[src/rtl/flood_packet_dedup_cache_core_defines.svh]
// Assertion macros for the flood packet dedup cache.
`ifndef FLOOD_PACKET_DEDUP_CACHE_CORE_DEFINES_SVH
`define FLOOD_PACKET_DEDUP_CACHE_CORE_DEFINES_SVH

`ifndef NO_ASSERTIONS
`define FPDC_ASSERT_IMPL(label, clk, rst, ante, cons) \
   label: assert property (@(posedge clk) disable iff (rst) (ante) |-> (cons)) \
      else $error("fpdc check failed");
`define FPDC_ASSERT_NEXT(label, clk, rst, ante, cons) \
   label: assert property (@(posedge clk) disable iff (rst) (ante) |=> (cons)) \
      else $error("fpdc check failed");
`else
`define FPDC_ASSERT_IMPL(label, clk, rst, ante, cons)
`define FPDC_ASSERT_NEXT(label, clk, rst, ante, cons)
`endif

`endif

[src/rtl/fpdc_pkg.sv]
// Types and constants of the flood packet dedup cache.
`default_nettype none

package fpdc_pkg;

   localparam int unsigned HASH_WIDTH = 64;
   localparam int unsigned TIME_WIDTH = 32;
   localparam int unsigned OCC_WIDTH  = 6;

   localparam logic [TIME_WIDTH-1:0] EXPIRE_RESET = 32'd60000;

   typedef struct packed {
      logic [HASH_WIDTH-1:0] packet_hash;
      logic [TIME_WIDTH-1:0] now_ms;
   } req_type;

   typedef struct packed {
      logic                 is_duplicate;
      logic                 evicted_oldest;
      logic [OCC_WIDTH-1:0] occupancy;
   } rsp_type;

   typedef struct packed {
      logic load;
      logic issue;
      logic commit;
   } cmd_type;

   typedef struct packed {
      logic issue_left;
      logic eval_busy;
      logic out_free;
   } status_type;

endpackage

`default_nettype wire

[src/rtl/fpdc_ctrl.sv]
// Sequencer: accept, expiry sweep over the ring, commit of the result.
`default_nettype none

module fpdc_ctrl (
   input  wire                 clock,
   input  wire                 reset,
   input  wire                 req_valid,
   output logic                req_stall,
   input  fpdc_pkg::status_type status,
   output fpdc_pkg::cmd_type   cmd
);
   import fpdc_pkg::*;

   localparam logic [1:0] ST_IDLE   = 2'd0;
   localparam logic [1:0] ST_SWEEP  = 2'd1;
   localparam logic [1:0] ST_COMMIT = 2'd2;

   logic [1:0] state_ff;
   logic [1:0] state_in;

   always_comb begin
      state_in   = state_ff;
      cmd        = '0;
      req_stall  = (state_ff != ST_IDLE);
      case (state_ff)
         ST_IDLE: begin
            if (req_valid) begin
               cmd.load = 1'b1;
               state_in = ST_SWEEP;
            end
         end
         ST_SWEEP: begin
            cmd.issue = status.issue_left;
            if (!status.issue_left && !status.eval_busy) begin
               state_in = ST_COMMIT;
            end
         end
         ST_COMMIT: begin
            if (status.out_free) begin
               cmd.commit = 1'b1;
               state_in   = ST_IDLE;
            end
         end
         default: begin
            state_in = ST_IDLE;
         end
      endcase
   end

   always_ff @(posedge clock) begin
      if (reset) begin
         state_ff <= ST_IDLE;
      end else begin
         state_ff <= state_in;
      end
   end

endmodule

`default_nettype wire

[src/rtl/fpdc_datapath.sv]
// Entry memory, ring pointers, expiry/match evaluation and result register.
`default_nettype none

module fpdc_datapath #(
   parameter int unsigned DEPTH     = 32,
   parameter int unsigned HASH_BITS = 64
) (
   input  wire                  clock,
   input  wire                  reset,
   input  fpdc_pkg::cmd_type    cmd,
   output fpdc_pkg::status_type status,
   input  fpdc_pkg::req_type    req_word,
   input  wire                  csr_valid,
   input  wire [31:0]           csr_data,
   input  wire                  rsp_stall,
   output logic                 rsp_valid,
   output fpdc_pkg::rsp_type    rsp_word
);
   import fpdc_pkg::*;

   localparam int unsigned PTR_W = (DEPTH > 1) ? $clog2(DEPTH) : 1;
   localparam int unsigned CNT_W = $clog2(DEPTH + 1);
   localparam logic [PTR_W-1:0] LAST_SLOT = PTR_W'(DEPTH - 1);
   localparam logic [CNT_W-1:0] FULL_CNT  = CNT_W'(DEPTH);

   logic [HASH_BITS-1:0]  hash_mem [DEPTH];
   logic [TIME_WIDTH-1:0] time_mem [DEPTH];

   logic [TIME_WIDTH-1:0] expire_ff;
   logic [PTR_W-1:0]      oldest_ff, oldest_in;
   logic [CNT_W-1:0]      count_ff, count_in;
   logic [HASH_BITS-1:0]  key_ff;
   logic [TIME_WIDTH-1:0] now_ff;
   logic [PTR_W-1:0]      rd_slot_ff, rd_slot_in;
   logic [PTR_W-1:0]      wr_slot_ff, wr_slot_in;
   logic [CNT_W-1:0]      rd_cnt_ff, rd_cnt_in;
   logic [CNT_W-1:0]      kept_ff, kept_in;
   logic                  dup_ff, dup_in;
   logic                  eval_ff;
   logic [HASH_BITS-1:0]  rd_hash_ff;
   logic [TIME_WIDTH-1:0] rd_time_ff;
   logic                  rsp_valid_ff;
   rsp_type               rsp_ff, rsp_in;

   logic [TIME_WIDTH-1:0] age;
   logic                  keep;
   logic                  full;
   logic                  mem_we;
   logic [HASH_BITS-1:0]  mem_whash;
   logic [TIME_WIDTH-1:0] mem_wtime;

   function automatic logic [PTR_W-1:0] slot_inc(input logic [PTR_W-1:0] p);
      logic [PTR_W-1:0] r;
      r = (p == LAST_SLOT) ? '0 : p + 1'b1;
      return r;
   endfunction

   always_comb begin
      age  = now_ff - rd_time_ff;
      keep = eval_ff && (age <= expire_ff);
      full = (kept_ff == FULL_CNT);

      rd_slot_in = rd_slot_ff;
      wr_slot_in = wr_slot_ff;
      rd_cnt_in  = rd_cnt_ff;
      kept_in    = kept_ff;
      dup_in     = dup_ff;
      oldest_in  = oldest_ff;
      count_in   = count_ff;
      rsp_in     = rsp_ff;

      if (cmd.load) begin
         rd_slot_in = oldest_ff;
         wr_slot_in = oldest_ff;
         rd_cnt_in  = '0;
         kept_in    = '0;
         dup_in     = 1'b0;
      end else begin
         if (cmd.issue) begin
            rd_slot_in = slot_inc(rd_slot_ff);
            rd_cnt_in  = rd_cnt_ff + 1'b1;
         end
         if (keep) begin
            wr_slot_in = slot_inc(wr_slot_ff);
            kept_in    = kept_ff + 1'b1;
            dup_in     = dup_ff | (rd_hash_ff == key_ff);
         end
      end

      if (cmd.commit) begin
         if (dup_ff) begin
            count_in = kept_ff;
         end else if (full) begin
            count_in  = kept_ff;
            oldest_in = slot_inc(oldest_ff);
         end else begin
            count_in = kept_ff + 1'b1;
         end
         rsp_in.is_duplicate   = dup_ff;
         rsp_in.evicted_oldest = !dup_ff && full;
         rsp_in.occupancy      = OCC_WIDTH'(count_in);
      end

      mem_we    = keep || (cmd.commit && !dup_ff);
      mem_whash = cmd.commit ? key_ff : rd_hash_ff;
      mem_wtime = cmd.commit ? now_ff : rd_time_ff;
   end

   always_ff @(posedge clock) begin
      if (mem_we) begin
         hash_mem[wr_slot_ff] <= mem_whash;
         time_mem[wr_slot_ff] <= mem_wtime;
      end
      if (cmd.issue) begin
         rd_hash_ff <= hash_mem[rd_slot_ff];
         rd_time_ff <= time_mem[rd_slot_ff];
      end
   end

   always_ff @(posedge clock) begin
      if (cmd.load) begin
         key_ff <= req_word.packet_hash[HASH_BITS-1:0];
         now_ff <= req_word.now_ms;
      end
      rd_slot_ff <= rd_slot_in;
      wr_slot_ff <= wr_slot_in;
      rd_cnt_ff  <= rd_cnt_in;
      kept_ff    <= kept_in;
      dup_ff     <= dup_in;
      rsp_ff     <= rsp_in;
   end

   always_ff @(posedge clock) begin
      if (reset) begin
         expire_ff    <= EXPIRE_RESET;
         oldest_ff    <= '0;
         count_ff     <= '0;
         eval_ff      <= 1'b0;
         rsp_valid_ff <= 1'b0;
      end else begin
         if (csr_valid) begin
            expire_ff <= csr_data;
         end
         oldest_ff <= oldest_in;
         count_ff  <= count_in;
         eval_ff   <= cmd.issue;
         if (cmd.commit) begin
            rsp_valid_ff <= 1'b1;
         end else if (!rsp_stall) begin
            rsp_valid_ff <= 1'b0;
         end
      end
   end

   assign status.issue_left = (rd_cnt_ff != count_ff);
   assign status.eval_busy  = eval_ff;
   assign status.out_free   = !rsp_valid_ff || !rsp_stall;
   assign rsp_valid         = rsp_valid_ff;
   assign rsp_word          = rsp_ff;

endmodule

`default_nettype wire

[src/rtl/flood_packet_dedup_cache_core.sv]
// Top level of the flood packet dedup cache: sequencer plus datapath.
//
// Usage: the req channel (req_valid/req_stall/req_word) takes one word with a
// packet hash and the current millisecond time. The rsp channel
// (rsp_valid/rsp_stall/rsp_word) returns exactly one word per request:
// duplicate flag, eviction flag and occupancy after the update. The csr
// channel (csr_valid/csr_ready/csr_data) writes the expiry limit; csr_ready
// is always high; the user must make writes only while the block is idle, as
// the block itself does not enforce it. One request is processed at a time.
// The sweep reads one held entry per cycle from the single-read-port entry
// memory, compacting survivors and matching the hash; a new request is
// accepted only once the result of the last one has been committed.
// Reset empties the store and loads the expiry limit with 60000 ms. A stalled
// result holds in the output register; the sweep of the next request runs
// meanwhile and its commit waits until the pending result is taken.
`default_nettype none
`include "flood_packet_dedup_cache_core_defines.svh"

module flood_packet_dedup_cache_core #(
   parameter int unsigned DEPTH     = 32,
   parameter int unsigned HASH_BITS = 64
) (
   input  wire                clock,
   input  wire                reset,
   input  wire                req_valid,
   output logic               req_stall,
   input  fpdc_pkg::req_type  req_word,
   output logic               rsp_valid,
   input  wire                rsp_stall,
   output fpdc_pkg::rsp_type  rsp_word,
   input  wire                csr_valid,
   output logic               csr_ready,
   input  wire [31:0]         csr_data
);
   import fpdc_pkg::*;

   cmd_type    cmd;
   status_type status;

   assign csr_ready = 1'b1;

   fpdc_ctrl u_ctrl (
      .clock     (clock),
      .reset     (reset),
      .req_valid (req_valid),
      .req_stall (req_stall),
      .status    (status),
      .cmd       (cmd)
   );

   fpdc_datapath #(
      .DEPTH     (DEPTH),
      .HASH_BITS (HASH_BITS)
   ) u_datapath (
      .clock     (clock),
      .reset     (reset),
      .cmd       (cmd),
      .status    (status),
      .req_word  (req_word),
      .csr_valid (csr_valid && csr_ready),
      .csr_data  (csr_data),
      .rsp_stall (rsp_stall),
      .rsp_valid (rsp_valid),
      .rsp_word  (rsp_word)
   );

   `FPDC_ASSERT_IMPL(a_commit_after_sweep, clock, reset, cmd.commit, !status.issue_left && !status.eval_busy)
   `FPDC_ASSERT_IMPL(a_rsp_from_commit, clock, reset, $rose(rsp_valid), $past(cmd.commit))
   `FPDC_ASSERT_IMPL(a_evict_not_dup, clock, reset, rsp_valid && rsp_word.evicted_oldest, !rsp_word.is_duplicate)
   `FPDC_ASSERT_NEXT(a_load_then_sweep, clock, reset, cmd.load, !cmd.commit && !cmd.load)

endmodule

`default_nettype wire
[config.mk]
export PLATFORM = sky130hd
export DESIGN_NAME = flood_packet_dedup_cache_core
export DESIGN_NICKNAME = d
export VERILOG_FILES = /design/src/rtl/fpdc_pkg.sv /design/src/rtl/fpdc_ctrl.sv /design/src/rtl/fpdc_datapath.sv /design/src/rtl/flood_packet_dedup_cache_core.sv
export VERILOG_INCLUDE_DIRS = /design/src /design/src/rtl
export SDC_FILE = /design/constraint.sdc
export NUM_CORES = 2
export LEC_CHECK = 0
export BUFFER_PORTS_ARGS = -buffer_cell sky130_fd_sc_hd__buf_2
export CORE_MARGIN = 2
export CORE_UTILIZATION = 40
export DETAILED_ROUTE_END_ITERATION = 8
export GPL_TIMING_DRIVEN = 0
export PLACE_DENSITY = 0.64
export SLEW_MARGIN = 25
export SYNTH_ARGS = -nofsm -noshare
export SYNTH_HDL_FRONTEND = slang
export SYNTH_HIERARCHICAL = 1
export SYNTH_SLANG_ARGS = --single-unit
export TNS_END_PERCENT = 100
[constraint.sdc]
create_clock -name clock -period 21.4 [get_ports clock]
set_input_delay 2.14 -clock clock [delete_from_list [all_inputs] [get_ports clock]]
set_output_delay 2.14 -clock clock [all_outputs]
set_load 0.005 [all_outputs]
==> summary.md <==
| Metric | Value |
|---|---|
| Synthesized instance count | around 5500 |
| Switching share of total power | around 25% |
| Combinational share of power | roughly 17% |
| Final Hold Violating Endpoints | 0 |
| Area post-placement | 0.1431 mm^2 |
| Synth top area share | 76.07% |
| Largest area contributor in the netlist | edfxtp_1 |
| Syn avg cell area | between 20 and 25 um^2 |
| Synth Area in Simple Gates | about 1.1% |
| Clk Latency, worst-skew pair | roughly 900 ps |
| Psw | 3955 uW |
| EDFF count, synth | roughly 3300 |
| Met2 wire length | about 160000 um |
| Slew headroom | between 20 and 25% |
| Class of the worst hold path | reg -> reg |
| Setup Crit Path Kind | reg -> reg |
| GRT Total Usage | 20.98% |
| Total die area | ~0.33 mm^2 |
| Final setup viols | 0 |
| DRT met1 WL | 138400 um |
| Die H | 573.1 um |
| Setup tns final | 0 ps |
| Cell Area, Synth | 0.1296 mm^2 |
| P&R area growth vs syn | 18.30% |
| Die X | about 570 um |
| Fin crit period | approximately 8000 ps |
| Clk Tree Root Cell | clkbuf_16 |
| Synth area leaders | edfxtp_1 76%, mux4_2 17%, mux2_2 1.4% |
| # IOs | ~140 |
| Main combinational cell family by area after synthesis | multiplexers |
| CP Launch Type | register |
| Ys async rst share | 0% |
| Num CTS Buffers | between 300 and 400 |
| # port buffers | approximately 140 |
| Synth Register Bits | ~3300 |
| Required time worst endpoint | 21970 ps |
| CTS Buffer Depth | 4 |
| Cell Int Power | ~12000 uW |
| Status | completed |
| Synth Area in Adders | less than 1% |
| DRC Markers | 0 |
| Drt initial violations | 8868 |
| Rows | about 210 |
| Max-cap violations | 0 |
| Clk_skew | 60.67 ps |
| Design Area, Final | around 0.15 mm^2 |
| Mux cell area share after synthesis | 18.36% |
| Slew at the pin closest to its max-slew limit | 1186 ps |
| Initial Util | roughly 40% |
| Core ar. | between 0.3 and 0.4 mm^2 |
| Most used DFF post-synth | edfxtp_1 |
| Largest fanout on the critical path | 15 |
| Clock net sink count | approximately 3300 |
| DR WL/cell | between 30 and 40 um |
| Leak pwr | about 0.048 uW |
| VDD IR max | ~74 uV |
| PD cells | 102.0 mW/mm^2 |
| Post-DP HPWL | about 230000 um |
| Post-DRT Antenna Nets | 0 |
| Sequential-to-total area share from yosys stat | 77.00% |
| CTS tree | built |
| CTS Hold Bufs | 0 |
| Nets@finish | 6505 |
| Clk pin slew, worst setup/hold paths | about 60 ps |
| Worst setup EP type | register |
| # Post-CTS Setup Buffers | 0 |
| Share of cells above drive strength 1 | about a third |
| Ys Warns | 6 |
| GR Overflow Total | 0 |
| CTS resizes | 0 |
| Initial antenna violation count | 14 |
| First-pass detailed-route iteration total | 5 |
| Htree depth | 5 |
| RSZ-0062 raised after global routing | no |
| Syn_nets | around 5700 |
| Final Max Tran Viols | 0 |
| Drt via density | just under 6 |
| Seq pwr share | a little under half |
| Via count | between 60000 and 70000 |
| First-pass GRT wire length | 488300 um |
| GPL Wtd Cong | approximately 0.80 |
| Commonest non-fill, non-tap cell in the layout | edfxtp_1 |
| Largest net degree at the start of global routing | 33 |
| Peak Freq | ~120 MHz |
| WL met3 | between 30000 and 40000 um |
| Post-synthesis cell type count | 65 |
| WP data arrival | between 8000 and 9000 ps |
| Post-Synth XOR/XNOR Area | 0.7842% |
| Final period utilization | between 30% and 40% |
| Clock share of power | 35.5% |
| Post-synthesis compound-gate area fraction | less than 1% |
| Commonest non-fill, non-tap cells in the layout | 3282 x edfxtp_1, 960 x mux4_2, 332 x clkbuf_16 |
| Vias in the first global route | ~63000 |
| Top layer in use | met5 |
| WL final | 349700 um |
-- metal layers --
layer  track usage (%)  vias up
li1                  -    25104
met1             29.63    34392
met2             32.81     3698
met3             4.764      559
met4             5.899        4
met5                 0        -
-- logic make-up after synthesis --
kind of cell | Yosys count
buffers and inverters | 353
adders and majority gates | 76
other | 1
AOI/OAI and AO/OA | 182
and+or+nand+nor | 309
xor gates and xnor gates | 116
muxes | 1156
DFF | 3342
-- critical path, cell delays in order, from the launching register on --
cell and delay, ps:
edfxtp_1 570, ha_1 280, fa_1 240, nor2b_1 90
o211ai_1 360, a211oi_1 160, a211oi_1 840, o21ai_0 380
a221oi_1 400, xnor2_1 140, ha_1 340, nand4_2 140
or4_4 640, nor4_4 540, a31oi_1 290, a21oi_4 540
o21ai_2 390, nor2_4 630, buf_16 250, buf_12 210
buf_12 210, buf_12 200
-- worst paths after layout --
| check | start | to | slack [ps] | depth (start not counted) |
|---|---|---|---|---|
| max | u_datapath/rd_time_ff[0]$_DFFE_PP_ | u_datapath/hash_mem[21][15]$_DFFE_PP_ | 13170 | 21 |
| min | u_datapath/count_ff[2]$_SDFFE_PP0P_ | u_datapath/count_ff[2]$_SDFFE_PP0P_ | 500 | 2 |
| max reg2reg | u_datapath/rd_time_ff[0]$_DFFE_PP_ | u_datapath/hash_mem[21][15]$_DFFE_PP_ | 13170 | 21 |
| min reg2reg | u_datapath/count_ff[2]$_SDFFE_PP0P_ | u_datapath/count_ff[2]$_SDFFE_PP0P_ | 500 | 2 |
-- power by group through the flow --
stage	Clock [uW]	Sequential, uW	Combinational (uW)
after floorplan	0	7610	1610
after global routing	5880	7490	2710
after global placement	0	7670	2440
final	5560	7490	2580
after detailed placement	0	7630	2580
after CTS	5630	7490	2590
-- registers in the layout, summed over array words and instances (netlist names), 5 cells and up --
register	flops
u_datapath/expire_ff	32
u_datapath/rd_time_ff	32
u_datapath/rd_slot_ff	5
u_datapath/rsp_word	8
u_datapath/oldest_ff	5
u_datapath/count_ff	6
u_datapath/wr_slot_ff	5
u_datapath/rd_cnt_ff	6
u_datapath/time_mem	1024
u_datapath/kept_ff	6
u_datapath/rd_hash_ff	64
u_datapath/key_ff	64
u_datapath/now_ff	32
u_datapath/hash_mem	2048
-- cell usage after synthesis, types with 2 or more instances --
| library cell | n |
|---|---|
| edfxtp_1 | 3282 |
| mux4_2 | 960 |
| mux2_2 | 162 |
| clkbuf_1 | 161 |
| nor2_1 | 111 |
| inv_1 | 85 |
| xor2_1 | 81 |
| nand2_1 | 80 |
| ha_1 | 75 |
| buf_1 | 65 |
| dfxtp_1 | 60 |
| o21ai_0 | 58 |
| a21oi_1 | 47 |
| buf_2 | 39 |
| xnor2_1 | 35 |
| mux2i_1 | 34 |
| nand3_1 | 23 |
| a21o_1 | 19 |
| nand4_1 | 17 |
| nor4_1 | 16 |
| a211oi_1 | 10 |
| o211ai_1 | 9 |
| nor3_1 | 8 |
| or2_2 | 8 |
| nand2b_1 | 7 |
| nor2b_1 | 7 |
| nand3b_1 | 6 |
| or3_1 | 6 |
| o21bai_1 | 5 |
| a31oi_1 | 4 |
| o21a_1 | 4 |
| o21ai_2 | 4 |
| a221oi_1 | 3 |
| and3_1 | 3 |
| or3b_2 | 3 |
| a311oi_1 | 2 |
| and4b_1 | 2 |
| buf_4 | 2 |
| o2111ai_1 | 2 |
| o221ai_1 | 2 |
| o22ai_1 | 2 |
| or4_1 | 2 |
| or4b_1 | 2 |
-- area by class of cell --
cell class | count | area (um^2)
clock inverter | 187 | 1595
multi-input combinational | 1840 | 28840
sequential | 3342 | 99760
tap | 4305 | 5386
antenna | 7 | 17.52
timing repair buffer | 432 | 7604
buffer | 268 | 1202
inverter | 85 | 319.1
fill | 25675 | 168400
clock buffer | 394 | 8541
-- stage by stage --
step	power, uW	setup WS (ps)	utilization [%]	cells	hold slack, ps
2_1_floorplan	9220	12580	-	5535	456.1
3_3_place_gp	10100	3587	42.17	9981	482.8
3_5_place_dp	10210	13200	44.48	10272	486.9
4_1_cts	15720	13190	47.63	10853	501.6
5_1_grt	16090	12960	47.64	10855	517.9
6_report	15630	13170	47.64	10860	500.3
Note: power is estimated with default switching activity, not from simulation.
